--- src/rtl/core/rsi_pkg.sv ---
// Shared types, constants and helpers for the radix string-to-integer unit.
// Used by rsi_front, rsi_queue, rsi_back and the top level; no dependencies.
package rsi_pkg;

  localparam int COUNT_WIDTH = 16;
  localparam int CONS_WIDTH  = 16;
  localparam int DEPTH       = 2;

  localparam logic [5:0] RADIX_MIN = 6'd2;
  localparam logic [5:0] RADIX_MAX = 6'd36;
  localparam logic [5:0] NO_DIGIT  = 6'd36;

  localparam logic [7:0] CH_0     = 8'h30;
  localparam logic [7:0] CH_9     = 8'h39;
  localparam logic [7:0] CH_UA    = 8'h41;
  localparam logic [7:0] CH_UZ    = 8'h5A;
  localparam logic [7:0] CH_LA    = 8'h61;
  localparam logic [7:0] CH_LZ    = 8'h7A;
  localparam logic [7:0] CH_PLUS  = 8'h2B;
  localparam logic [7:0] CH_MINUS = 8'h2D;

  localparam logic [2:0] KIND_U8  = 3'd0;
  localparam logic [2:0] KIND_I8  = 3'd1;
  localparam logic [2:0] KIND_U16 = 3'd2;
  localparam logic [2:0] KIND_I16 = 3'd3;
  localparam logic [2:0] KIND_U32 = 3'd4;
  localparam logic [2:0] KIND_I32 = 3'd5;
  localparam logic [2:0] KIND_U64 = 3'd6;
  localparam logic [2:0] KIND_I64 = 3'd7;

  localparam logic [7:0] REG_RADIX = 8'd0;
  localparam logic [7:0] REG_KIND  = 8'd1;

  // One queued command for the back end
  typedef struct packed {
    logic                   mac;
    logic [5:0]             digit;
    logic [5:0]             radix;
    logic                   last;
    logic                   neg;
    logic [CONS_WIDTH-1:0]  consumed;
    logic                   err;
    logic [2:0]             kind;
  } rsi_cmd_t;

  typedef struct packed {
    logic full;
    logic empty;
  } rsi_qstat_t;

  // Map a character to its digit value, NO_DIGIT when it is none
  function automatic logic [5:0] digit_of(input logic [7:0] c);
    logic [7:0] d;
    d = 8'(NO_DIGIT);
    if (c >= CH_0 && c <= CH_9) begin
      d = c - CH_0;
    end else if (c >= CH_UA && c <= CH_UZ) begin
      d = c - CH_UA + 8'd10;
    end else if (c >= CH_LA && c <= CH_LZ) begin
      d = c - CH_LA + 8'd10;
    end
    return d[5:0];
  endfunction

  // Saturate the running count to the result field width
  function automatic logic [CONS_WIDTH-1:0] sat_count(input logic [COUNT_WIDTH-1:0] c);
    logic [31:0] w;
    w = 32'(c);
    if (w > 32'(CONS_WIDTH == 32 ? 32'hFFFF_FFFF : (32'd1 << CONS_WIDTH) - 32'd1)) begin
      return '1;
    end
    return w[CONS_WIDTH-1:0];
  endfunction

  // Wrap to the selected integer type, sign- or zero-extended to 64 bits
  function automatic logic [63:0] wrap_kind(input logic [63:0] v, input logic [2:0] kind);
    logic [63:0] r;
    case (kind)
      KIND_U8:  r = {56'd0, v[7:0]};
      KIND_I8:  r = {{56{v[7]}}, v[7:0]};
      KIND_U16: r = {48'd0, v[15:0]};
      KIND_I16: r = {{48{v[15]}}, v[15:0]};
      KIND_U32: r = {32'd0, v[31:0]};
      KIND_I32: r = {{32{v[31]}}, v[31:0]};
      default:  r = v;
    endcase
    return r;
  endfunction

endpackage

--- src/rtl/core/rsi_front.sv ---
// Front end: accepts characters, tracks sign, phase and count, issues commands.
// Depends on rsi_pkg.
module rsi_front (
  input  logic                clk,
  input  logic                rst_n,
  input  logic                in_valid,
  output logic                in_ready,
  input  logic [7:0]          ch,
  input  logic                last,
  input  logic [5:0]          radix,
  input  logic [2:0]          kind,
  input  rsi_pkg::rsi_qstat_t qstat,
  output logic                push,
  output rsi_pkg::rsi_cmd_t   cmd
);

  localparam logic [1:0] PH_START = 2'd0;
  localparam logic [1:0] PH_ACC   = 2'd1;
  localparam logic [1:0] PH_STOP  = 2'd2;
  localparam logic [1:0] PH_BAD   = 2'd3;

  logic [1:0]                      phase_r, phase_nxt;
  logic                            neg_r, neg_nxt;
  logic [rsi_pkg::COUNT_WIDTH-1:0] cnt_r, cnt_nxt;
  logic                            accept, mac, radix_ok, is_sign;
  logic [5:0]                      dig;

  assign in_ready = !qstat.full;
  assign accept   = in_valid && in_ready;
  assign radix_ok = (radix >= rsi_pkg::RADIX_MIN) && (radix <= rsi_pkg::RADIX_MAX);
  assign is_sign  = (ch == rsi_pkg::CH_PLUS) || (ch == rsi_pkg::CH_MINUS);
  assign dig      = rsi_pkg::digit_of(ch);

  // Classify the character against the current phase
  always_comb begin
    phase_nxt = phase_r;
    neg_nxt   = neg_r;
    cnt_nxt   = cnt_r;
    mac       = 1'b0;
    if (phase_r == PH_START || phase_r == PH_ACC) begin
      if (!radix_ok) begin
        phase_nxt = PH_BAD;
      end else if (phase_r == PH_START && is_sign) begin
        phase_nxt = PH_ACC;
        neg_nxt   = (ch == rsi_pkg::CH_MINUS);
        if (cnt_r != '1) cnt_nxt = cnt_r + 1'b1;
      end else if (dig < radix) begin
        phase_nxt = PH_ACC;
        mac       = 1'b1;
        if (cnt_r != '1) cnt_nxt = cnt_r + 1'b1;
      end else begin
        phase_nxt = PH_STOP;
      end
    end
  end

  // Build the command for the back end
  always_comb begin
    cmd.mac      = mac;
    cmd.digit    = dig;
    cmd.radix    = radix;
    cmd.last     = last;
    cmd.neg      = neg_nxt;
    cmd.err      = (phase_nxt == PH_BAD);
    cmd.consumed = (phase_nxt == PH_BAD) ? '0 : rsi_pkg::sat_count(cnt_nxt);
    cmd.kind     = kind;
  end

  assign push = accept && (mac || last);

  // Advance string state, clear after the last character
  always_ff @(posedge clk) begin
    if (!rst_n) begin
      phase_r <= PH_START;
      neg_r   <= 1'b0;
      cnt_r   <= '0;
    end else if (accept) begin
      if (last) begin
        phase_r <= PH_START;
        neg_r   <= 1'b0;
        cnt_r   <= '0;
      end else begin
        phase_r <= phase_nxt;
        neg_r   <= neg_nxt;
        cnt_r   <= cnt_nxt;
      end
    end
  end

endmodule

--- src/rtl/core/rsi_queue.sv ---
// Two-entry command queue between the front and back ends.
// Depends on rsi_pkg.
module rsi_queue (
  input  logic                clk,
  input  logic                rst_n,
  input  logic                push,
  input  rsi_pkg::rsi_cmd_t   wr_cmd,
  input  logic                pop,
  output rsi_pkg::rsi_cmd_t   rd_cmd,
  output rsi_pkg::rsi_qstat_t qstat
);

  localparam int PW = $clog2(rsi_pkg::DEPTH);

  rsi_pkg::rsi_cmd_t mem_r [rsi_pkg::DEPTH];
  logic [PW-1:0]     wp_r, wp_nxt, rp_r, rp_nxt;
  logic [PW:0]       cnt_r, cnt_nxt;

  assign qstat.full  = (cnt_r == (PW+1)'(rsi_pkg::DEPTH));
  assign qstat.empty = (cnt_r == '0);
  assign rd_cmd      = mem_r[rp_r];

  // Step pointers, wrapping at the depth
  always_comb begin
    wp_nxt  = (wp_r == PW'(rsi_pkg::DEPTH - 1)) ? '0 : wp_r + 1'b1;
    rp_nxt  = (rp_r == PW'(rsi_pkg::DEPTH - 1)) ? '0 : rp_r + 1'b1;
    cnt_nxt = cnt_r + (PW+1)'(push) - (PW+1)'(pop);
  end

  always_ff @(posedge clk) begin
    if (!rst_n) begin
      wp_r  <= '0;
      rp_r  <= '0;
      cnt_r <= '0;
    end else begin
      if (push) wp_r <= wp_nxt;
      if (pop)  rp_r <= rp_nxt;
      cnt_r <= cnt_nxt;
    end
  end

  // Store the pushed word
  always_ff @(posedge clk) begin
    if (push) mem_r[wp_r] <= wr_cmd;
  end

endmodule

--- src/rtl/core/rsi_back.sv ---
// Back end: multiply-accumulate per digit, finish and register the result.
// Depends on rsi_pkg.
module rsi_back (
  input  logic                clk,
  input  logic                rst_n,
  input  rsi_pkg::rsi_cmd_t   cmd,
  input  rsi_pkg::rsi_qstat_t qstat,
  output logic                pop,
  output logic                out_valid,
  input  logic                out_ready,
  output logic [63:0]         value_bits,
  output logic [rsi_pkg::CONS_WIDTH-1:0] consumed,
  output logic                status
);

  logic [63:0]                    acc_r, acc_m, signed_v;
  logic                           ov_r, ov_nxt;
  logic [63:0]                    val_r;
  logic [rsi_pkg::CONS_WIDTH-1:0] cons_r;
  logic                           st_r;

  // Drain non-final words freely; final words need the output slot
  assign pop = !qstat.empty && (!cmd.last || !ov_r || out_ready);

  always_comb begin
    acc_m    = cmd.mac ? 64'(acc_r * 64'(cmd.radix)) + 64'(cmd.digit) : acc_r;
    signed_v = cmd.neg ? 64'd0 - acc_m : acc_m;
    ov_nxt   = (ov_r && !out_ready) || (pop && cmd.last);
  end

  always_ff @(posedge clk) begin
    if (!rst_n) begin
      acc_r <= '0;
      ov_r  <= 1'b0;
    end else begin
      ov_r <= ov_nxt;
      if (pop) acc_r <= cmd.last ? 64'd0 : acc_m;
    end
  end

  // Load the output register on a final word
  always_ff @(posedge clk) begin
    if (pop && cmd.last) begin
      val_r  <= cmd.err ? 64'd0 : rsi_pkg::wrap_kind(signed_v, cmd.kind);
      cons_r <= cmd.consumed;
      st_r   <= cmd.err;
    end
  end

  assign out_valid  = ov_r;
  assign value_bits = val_r;
  assign consumed   = cons_r;
  assign status     = st_r;

endmodule

--- src/rtl/core/radix_string_to_integer_unit.sv ---
// Top level of the radix string-to-integer unit: config registers and wiring.
// Depends on rsi_pkg, rsi_front, rsi_queue and rsi_back.
//
// Usage:
//   in_*  : one character per word, in_tdata = ch, in_tlast marks the last one.
//   out_* : one result word per string, sent on the word carrying in_tlast.
//   cfg_* : register writes, index 0 = radix (6 bits), 1 = result kind (3 bits);
//           cfg_ready is always high. Write only while no string is in flight.
// Throughput: one character per cycle while the queue is not full. The back end's
//   64-bit multiply-accumulate by the radix is combinational, registered per digit.
// Result path: the last character's command is written into the queue, and the
//   back end then pops it into the output register once that register is free.
// Reset clears string state, the queue and the output valid flag; radix returns
//   to 10 and the kind to i32.
// A stalled receiver holds the output register; the back end keeps draining
//   digit words, and the front end stops only when the two-word queue fills.
module radix_string_to_integer_unit (
  input  logic        clk,
  input  logic        rst_n,
  input  logic        in_tvalid,
  output logic        in_tready,
  input  logic [7:0]  in_tdata,   // [7:0] ch
  input  logic        in_tlast,
  output logic        out_tvalid,
  input  logic        out_tready,
  output logic [87:0] out_tdata,  // [63:0] value_bits, [79:64] consumed, [80] status
  input  logic        cfg_valid,
  output logic        cfg_ready,
  input  logic [7:0]  cfg_index,
  input  logic [7:0]  cfg_data
);

  logic [5:0]                     radix_r;
  logic [2:0]                     kind_r;
  logic                           push, pop;
  rsi_pkg::rsi_cmd_t              wr_cmd, rd_cmd;
  rsi_pkg::rsi_qstat_t            qstat;
  logic [63:0]                    value_bits;
  logic [rsi_pkg::CONS_WIDTH-1:0] consumed;
  logic                           status;

  assign cfg_ready = 1'b1;

  // Take register writes
  always_ff @(posedge clk) begin
    if (!rst_n) begin
      radix_r <= 6'd10;
      kind_r  <= rsi_pkg::KIND_I32;
    end else if (cfg_valid) begin
      case (cfg_index)
        rsi_pkg::REG_RADIX: radix_r <= cfg_data[5:0];
        rsi_pkg::REG_KIND:  kind_r  <= cfg_data[2:0];
        default: ;
      endcase
    end
  end

  rsi_front u_front (
    .clk      (clk),
    .rst_n    (rst_n),
    .in_valid (in_tvalid),
    .in_ready (in_tready),
    .ch       (in_tdata),
    .last     (in_tlast),
    .radix    (radix_r),
    .kind     (kind_r),
    .qstat    (qstat),
    .push     (push),
    .cmd      (wr_cmd)
  );

  rsi_queue u_queue (
    .clk    (clk),
    .rst_n  (rst_n),
    .push   (push),
    .wr_cmd (wr_cmd),
    .pop    (pop),
    .rd_cmd (rd_cmd),
    .qstat  (qstat)
  );

  rsi_back u_back (
    .clk        (clk),
    .rst_n      (rst_n),
    .cmd        (rd_cmd),
    .qstat      (qstat),
    .pop        (pop),
    .out_valid  (out_tvalid),
    .out_ready  (out_tready),
    .value_bits (value_bits),
    .consumed   (consumed),
    .status     (status)
  );

  assign out_tdata = {7'd0, status, consumed, value_bits};

  // Queue can never be full and empty at once
  a_q_sane: assert property (@(posedge clk) disable iff (!rst_n)
    !(qstat.full && qstat.empty))
    else $error("queue full and empty together");

  // Invalid-radix results carry zero value and zero count
  a_err_zero: assert property (@(posedge clk) disable iff (!rst_n)
    out_tvalid && status |-> (value_bits == 64'd0) && (consumed == '0))
    else $error("error result with nonzero payload");

  // Last character into an idle pipe yields a result via the queue and output register
  a_latency: assert property (@(posedge clk) disable iff (!rst_n)
    in_tvalid && in_tready && in_tlast && qstat.empty && !out_tvalid |-> ##2 out_tvalid)
    else $error("result missing after last character");

endmodule
--- config.mk ---
export PLATFORM = sky130hd
export DESIGN_NAME = radix_string_to_integer_unit
export DESIGN_NICKNAME = d
export VERILOG_FILES = /design/src/rtl/core/rsi_pkg.sv /design/src/rtl/core/rsi_front.sv /design/src/rtl/core/rsi_queue.sv /design/src/rtl/core/rsi_back.sv /design/src/rtl/core/radix_string_to_integer_unit.sv
export SDC_FILE = /design/constraint.sdc
export NUM_CORES = 1
export LEC_CHECK = 0
export BUFFER_PORTS_ARGS = -buffer_cell sky130_fd_sc_hd__buf_2
export CAP_MARGIN = 20
export CORE_ASPECT_RATIO = 1.5
export CORE_MARGIN = 10
export CORE_UTILIZATION = 58
export DETAILED_ROUTE_END_ITERATION = 6
export GPL_TIMING_DRIVEN = 1
export HOLD_SLACK_MARGIN = 0.1
export PLACE_DENSITY_LB_ADDON = 0.1
export SYNTH_ARGS = -nofsm -noshare
export SYNTH_HDL_FRONTEND = slang
export SYNTH_SLANG_ARGS = --single-unit
export TNS_END_PERCENT = 10
--- constraint.sdc ---
create_clock -name clk -period 7.2 [get_ports clk]
set_input_delay 0.36 -clock clk [delete_from_list [all_inputs] [get_ports clk]]
set_output_delay 0.36 -clock clk [all_outputs]
set_load 0.01 [all_outputs]
==> results of run 1 <==
-- what timing repair did --
item	in CTS	in global routing
gates cloned	2	1
gates resized for setup	64	192
endpoints found under the setup margin	30	33
endpoints found under the hold margin	5	0
pin swaps	24	119
hold buffers	5	0
setup buffers	8	21
-- through the flow --
stage,instances,util,cell area (µm²)
2_1_floorplan,2886,-,26100
3_3_place_gp,3835,0.683,30100
3_5_place_dp,3835,0.683,30100
4_1_cts,3894,0.711,31400
5_1_grt,3919,0.738,32600
6_report,3919,0.738,32600
-- metal layers --
metal  GRT usage  share of wire  up-vias  wire length, µm
li1            -              -    11000                -
met3      0.0440          0.063      318             5730
met4       0.207          0.076        2             6910
met5           0        0.00014        -               13
met2       0.579           0.51     1074            45800
met1       0.369           0.35    11900            32000
-- power by group through the flow --
stage / Combinational, mW / Sequential (mW) / Clock (mW)
global route: 4.73 / 2.10 / 1.39
floorplan: 2.27 / 2.07 / 0
CTS: 4.03 / 2.08 / 1.34
finish: 4.38 / 2.09 / 1.34
detailed placement: 3.87 / 2.10 / 0
global placement: 3.80 / 2.10 / 0
-- worst max-delay path, cell delays in order, from the launching register on --
cell      delay (ns)
edfxtp_1        0.49
buf_4           0.19
mux2_4          0.29
and2_1          0.18
fa_1            0.48
fa_1            0.54
fa_1            0.46
ha_4            0.30
ha_4            0.20
buf_4           0.15
a2111o_1        0.45
a21oi_4         0.19
nor3_2          0.08
a211oi_4        0.24
xnor2_2         0.14
o41a_1          0.40
or4b_4          0.56
or4b_4          0.56
o21ai_4         0.18
xnor2_2         0.15
a21boi_2        0.09
or2_1           0.27
buf_12          0.16
buf_8           0.13
o211ai_4        0.08
-- sequential cells by signal, indices dropped and copies added (netlist names), 3 cells and up, named ones only --
name / flops
u_back.consumed: 16
radix_r: 6
u_queue.mem_r: 70
u_back.value_bits: 64
u_front.cnt_r: 16
u_back.acc_r: 64
kind_r: 3
-- worst min-delay path by stage --
stage                                     end  cells after the start
final                              radix_r[1]                      3
after global placement    u_queue.mem_r[0][0]                      0
after detailed placement  u_queue.mem_r[0][1]                      0
after CTS                          radix_r[1]                      3
after floorplan           u_queue.mem_r[0][0]                      0
after global routing               radix_r[1]                      3
-- synth_stat cells, types with 17 or more instances --
cell type | count | area, µm²
nor2b_1 | 66 | 413
o211ai_1 | 25 | 188
and2_1 | 340 | 2130
a31oi_1 | 30 | 188
nor3_1 | 44 | 220
nor2_1 | 163 | 612
fa_1 | 240 | 4800
o21ai_1 | 23 | 115
buf_1 | 17 | 63.8
a21o_1 | 26 | 195
nand4_1 | 42 | 263
nand2_1 | 308 | 1160
a211oi_1 | 18 | 135
clkbuf_1 | 139 | 522
inv_1 | 117 | 439
nand3_1 | 41 | 205
a21oi_1 | 165 | 826
dfxtp_1 | 98 | 1960
xor2_1 | 45 | 394
ha_1 | 144 | 1800
edfxtp_1 | 151 | 4530
a22oi_1 | 54 | 405
xnor2_1 | 59 | 517
o21ai_0 | 131 | 656
or3_1 | 28 | 175
and3_1 | 24 | 150
mux2_2 | 35 | 394
nand2b_1 | 23 | 144
mux2i_1 | 29 | 290
-- kinds of logic after synthesis --
family / after synthesis / share of synthesized area
buffers and inverters: 297 / 0.0459
other: 2 / 0.000289
XOR/XNOR: 104 / 0.0351
flip-flops: 249 / 0.250
AO/OA/AOI/OAI: 620 / 0.153
multiplexers: 64 / 0.0263
AND/OR/NAND/NOR: 1160 / 0.235
adder cells (fa/ha/maj): 384 / 0.254
-- area by class of cell --
| type | instances | share of cell area |
|---|---|---|
| multi-input combinational | 2343 | 0.605 |
| sequential | 249 | 0.200 |
| timing repair buffer | 590 | 0.135 |
| tap | 576 | 0.0221 |
| clock buffer | 30 | 0.0198 |
| inverter | 117 | 0.0135 |
| clock inverter | 14 | 0.00519 |
-- cells in the final DEF (no fill, tap or decap), types with 11 or more instances in the layout --
cell type,Yosys,final
mux2i_1,29,27
o21ai_2,0,21
nand2b_1,23,22
and3_1,24,24
buf_2,7,110
mux2_2,35,28
a21oi_2,2,27
a31oi_1,30,25
inv_1,117,113
xnor2_1,59,54
nand4_1,42,42
clkbuf_16,0,24
a21o_1,26,26
o21ai_0,131,99
nor2_1,163,152
xor2_1,45,45
dfxtp_1,98,97
nor2b_1,66,65
a22oi_1,54,53
a211oi_1,18,11
o21ai_1,23,32
nand3_1,41,40
fa_1,240,237
ha_4,0,29
a21oi_1,165,136
and2_1,340,336
buf_12,0,14
buf_4,12,448
edfxtp_1,151,151
nand2_1,308,303
ha_1,144,112
o31ai_1,16,14
or3_1,28,26
or2_2,11,11
nor3_1,44,34
nor4_1,14,12
o211ai_1,25,25
o21a_1,14,14
==> summary.md, run 1 <==
| Metric | Value |
|---|---|
| Status | complete, no violations |
| Internal Dissipation | 4.50 mW |
| Total CTS buffers | 24 |
| I/O pin count | 121 |
| Worst slack at placement | -0.777 ns |
| Actual slew at the worst max-slew pin | 1.10 ns |
| Worst setup path end | u_back.value_bits[55] |
| Number of max-cap violations | 0 |
| Cell count after synthesis | 2880 |
| Fraction of layout cells with a size suffix above 1 | 0.262 |
| Nets | 3739 |
| Filler Cells Inserted | 3307 |
| Crit path from | u_queue.mem_r[1][27] |
| Hold Crit Class | in -> reg |
| Reg2reg setup slack | 0.06 ns |
| Synth Warn # | 0 |
| FFs w/ async S/R, synth | 0 |
| First-pass iteration count of the detailed router | 5 |
| Crit Path Max Fanout | 8 |
| ANT cells | 0 |
| Syn_area_per_cell | 9.02 µm² |
| # rows | 94 |
| Hpwl dp | 70000 µm |
| Tot Pwr | 7.81 mW |
| Crit path time final | 7.14 ns |
| Via density | 6.19 |
| Cell area after synthesis | 26000 µm² |
| Initial antenna violation count | 1 |
| Clk sinks | 249 |
| WHS | 0.116 ns |
| Global-route wire length before repair | 140000 µm |
| Clock skew | 0.0164 ns |
| Routed WL | 90400 µm |
| Final setup violation count | 0 |
| Remaining Overflow, GRT | 0 |
| Vert. Die Dim | 279 µm |
| Register area | 6500 µm² |
| Die W | 193 µm |
| Clock network power share | 0.171 |
| Drt drc | 0 |
| Combinational fraction of design power | 0.561 |
| Clock transition at path regs | 0.07 ns |
| Power density over the cells | 240 nW/µm² |
| Distinct cells, synth | 93 |
| Max Root-Sink Buffers | 3 |
| WP data required | 7.58 ns |
| Setup TNS | 0 ns |
| Reg2Reg Depth | 24 |
| CTS tree | done |
| EDFF count, synth | 151 |
| Core Box Area | 44100 µm² |
| Net Sw Frac | 0.424 |
| CTS H-tree depth | 1 |
| All-Layer GR Usage | 0.331 |
| Max Fclk | 140 MHz |
| Period utilisation layout | 0.991 |
| Die area | 53800 µm² |
| Part of the Yosys area used for sequential elements | 0.250 |
| CP startpoint kind | register |
| Max-Slew Margin vs Limit | 0.269 |
| Psw | 3.31 mW |
| WS Path Type | reg -> reg |
| First DRT Iteration DRCs | 1848 |
| Vias | 24300 |
| Area of the multi-input gates | 19700 µm² |
| Worst-Skew Late Latency | 0.55 ns |
| Worst r2r src | u_queue.mem_r[1][27] |
| DR WL/cell | 23.1 µm |
| Vias in the first global route | 25100 |
| Peak VDD IR | 0.385 mV |
| Input/output buffers | 110 |
| Endpoints failing hold | 0 |
| Final Wtd Congestion | 1.04 |
| Unrepaired setup endpoints after global routing | true |
| Root Driver | clkbuf_16 |
| Post-synthesis register bit count | 249 |
| CP endpoint kind | register |
| Worst Hold Launch | cfg_data[1] |
| Initial cell density of the core | 0.589 |
| Synth-to-layout area growth | 25.3% |
| Reg-to-reg endpoint | u_back.value_bits[55] |
| Leak | 14.4 nW |
| Largest net degree at the start of global routing | 103 |
| Sequential Power Share | 0.268 |
| Final ANT Viol Nets | 0 |
| Commonest register cell after synthesis | edfxtp_1 |
| Final Slew Violations | 0 |
| Final setup margin | 0.0640 ns |
| Arrival time at the worst endpoint | 7.52 ns |
Power figures use the tool's default switching activity.
==> inputs of run 2 (changes only) <==
CORE_UTILIZATION = 60   (was 58)
clock period = 6.9 ns   (was 7.2 ns; I/O delays follow)
==> summary.md, run 2 (same netlist as run 1, synthesis figures left out) <==
| Metric | Value |
|---|---|
| All-Layer GR Usage | 0.354 |
| Initial cell density of the core | 0.605 |
| Die W | 190 µm |
| Filler Cells Inserted | 2853 |
| Reg-to-reg endpoint | u_back.value_bits[60] |
| Via density | 6.33 |
| Root Driver | clkbuf_16 |
| CTS H-tree depth | 1 |
| Total CTS buffers | 26 |
| Crit path time final | 7.28 ns |
| Core Box Area | 42900 µm² |
| Actual slew at the worst max-slew pin | 1.15 ns |
| Register area | 6500 µm² |
| Worst slack at placement | -0.827 ns |
| CP startpoint kind | register |
| Status | complete, but fails checks |
| CP endpoint kind | register |
| Die area | 52200 µm² |
| Input/output buffers | 110 |
| Final cell count without fillers | 3995 |
| WS Path Type | reg -> reg |
| Number of max-cap violations | 0 |
| Largest register FFs | 70 |
| Unrepaired setup endpoints after global routing | true |
| Clock skew | 0.0161 ns |
| # rows | 93 |
| Power density over the cells | 255 nW/µm² |
| Tot Pwr | 8.58 mW |
| First DRT Iteration DRCs | 2308 |
| Reg2Reg Depth | 30 |
| Clock transition at path regs | 0.07 ns |
| Fin util | 0.785 |
| Area of the multi-input gates | 20100 µm² |
| Hpwl dp | 70900 µm |
| Max Root-Sink Buffers | 3 |
| Cell area after layout | 33700 µm² |
| Endpoints failing hold | 0 |
| First-pass iteration count of the detailed router | 6 |
| Crit Path Max Fanout | 6 |
| Worst Hold End | u_queue.mem_r[1][21] |
| Max-Slew Margin vs Limit | 0.233 |
| Failing checks | negative setup slack |
| ANT cells | 0 |
| Max Fclk | 137 MHz |
| Synth-to-layout area growth | 29.7% |
| Vert. Die Dim | 275 µm |
| I/O pin count | 121 |
| Most frequent cells in the layout | 515 x buf_4, 335 x and2_1, 302 x nand2_1 |
| Fraction of layout cells with a size suffix above 1 | 0.295 |
| Remaining Overflow, GRT | 0 |
| Global-route wire length before repair | 146000 µm |
| Arrival time at the worst endpoint | 7.59 ns |
| Vias | 25300 |
| Vias in the first global route | 26200 |
| Initial antenna violation count | 1 |
| CP most frequent cell | buf_6 |
| Worst-Skew Late Latency | 0.57 ns |
| Peak VDD IR | 0.359 mV |
| Worst Hold Launch | in_tlast |
| Hold Path Stages | 1 |
| Register bank with the most flops | u_queue.mem_r |
| Period utilisation layout | 1.06 |
| DR WL/cell | 24.0 µm |
| Leak | 14.8 nW |
| CTS tree | done |
| Largest net degree at the start of global routing | 103 |
| Hold Crit Class | in -> reg |
| Final setup margin | -0.384 ns |
| DP Area | 30400 µm² |
| Dpl cells | 3869 |
| Final setup violation count | 29 |
| Final Slew Violations | 0 |
| Final ANT Viol Nets | 0 |
| Reg2reg setup slack | -0.38 ns |
| Clk sinks | 249 |
| Drt drc | 0 |
| WP data required | 7.21 ns |
| Routed WL | 96000 µm |
| Commonest non-fill, non-tap cell in the layout | buf_4 |
| Final Wtd Congestion | 1.03 |
| CP max-delay cell | fa_2 |
| Crit-path max cell delay | 0.54 ns |
| Nets | 3819 |
-- run 2: layout make-up --
| type | instances | share of cell area |
|---|---|---|
| clock buffers | 30 | 0.0204 |
| multi-input cells | 2340 | 0.596 |
| repair buffers | 671 | 0.150 |
| clock inverters | 18 | 0.00568 |
| well taps | 570 | 0.0212 |
| flip-flops and latches | 249 | 0.193 |
| inverters | 117 | 0.0130 |
-- run 2: timing repair --
action / 4_1_cts / 5_1_grt
endpoints found under the hold margin: 8 / 0
pin swaps: 59 / 107
setup buffers: 31 / 37
hold buffers: 6 / 0
setup endpoints to repair: 41 / 41
cloned: 2 / 1
gates resized for setup: 174 / 190
-- run 2: how the worst max path moves through the flow --
| stage | startpoint | endpoint | slack, ns | cells past startpoint |
|---|---|---|---|---|
| after detailed placement | register | u_back.value_bits[56] | -0.83 | 23 |
| after global routing | register | u_back.value_bits[60] | -0.53 | 29 |
| after CTS | register | u_back.value_bits[49] | -0.32 | 28 |
| after floorplan | register | u_back.value_bits[55] | -0.18 | 30 |
| after global placement | register | u_back.value_bits[56] | -0.79 | 23 |
| final | register | u_back.value_bits[60] | -0.38 | 30 |
-- run 2: metrics by stage --
stage	TNS (ns)	hold slack [ns]
4_1_cts	-7.79	0.190
3_5_place_dp	-23.03	0.464
3_3_place_gp	-19.11	0.467
5_1_grt	-12.53	0.205
2_1_floorplan	-3.84	0.425
6_report	-7.79	0.218
-- run 2: report_power, final --
group          switching (mW)  internal [mW]  leakage, nW
sequential              0.201           1.94         2.18
combinational            2.84           2.13         12.2
clock                   0.674          0.806        0.417
-- run 2: worst max-delay path: cells and delay by family, from the launching register on --
family,cells,cell delay [ns]
compound gates,7,1.98
flops,1,0.41
fa+ha+maj,5,2.28
simple gates,6,0.72
buf+inv,10,1.10
mux,2,0.54
-- run 2: routing by layer --
| layer | track usage | part of all wire |
|---|---|---|
| met5 | 0 | 0 |
| met4 | 0.245 | 0.082 |
| met1 | 0.386 | 0.34 |
| met2 | 0.624 | 0.50 |
| met3 | 0.0504 | 0.074 |
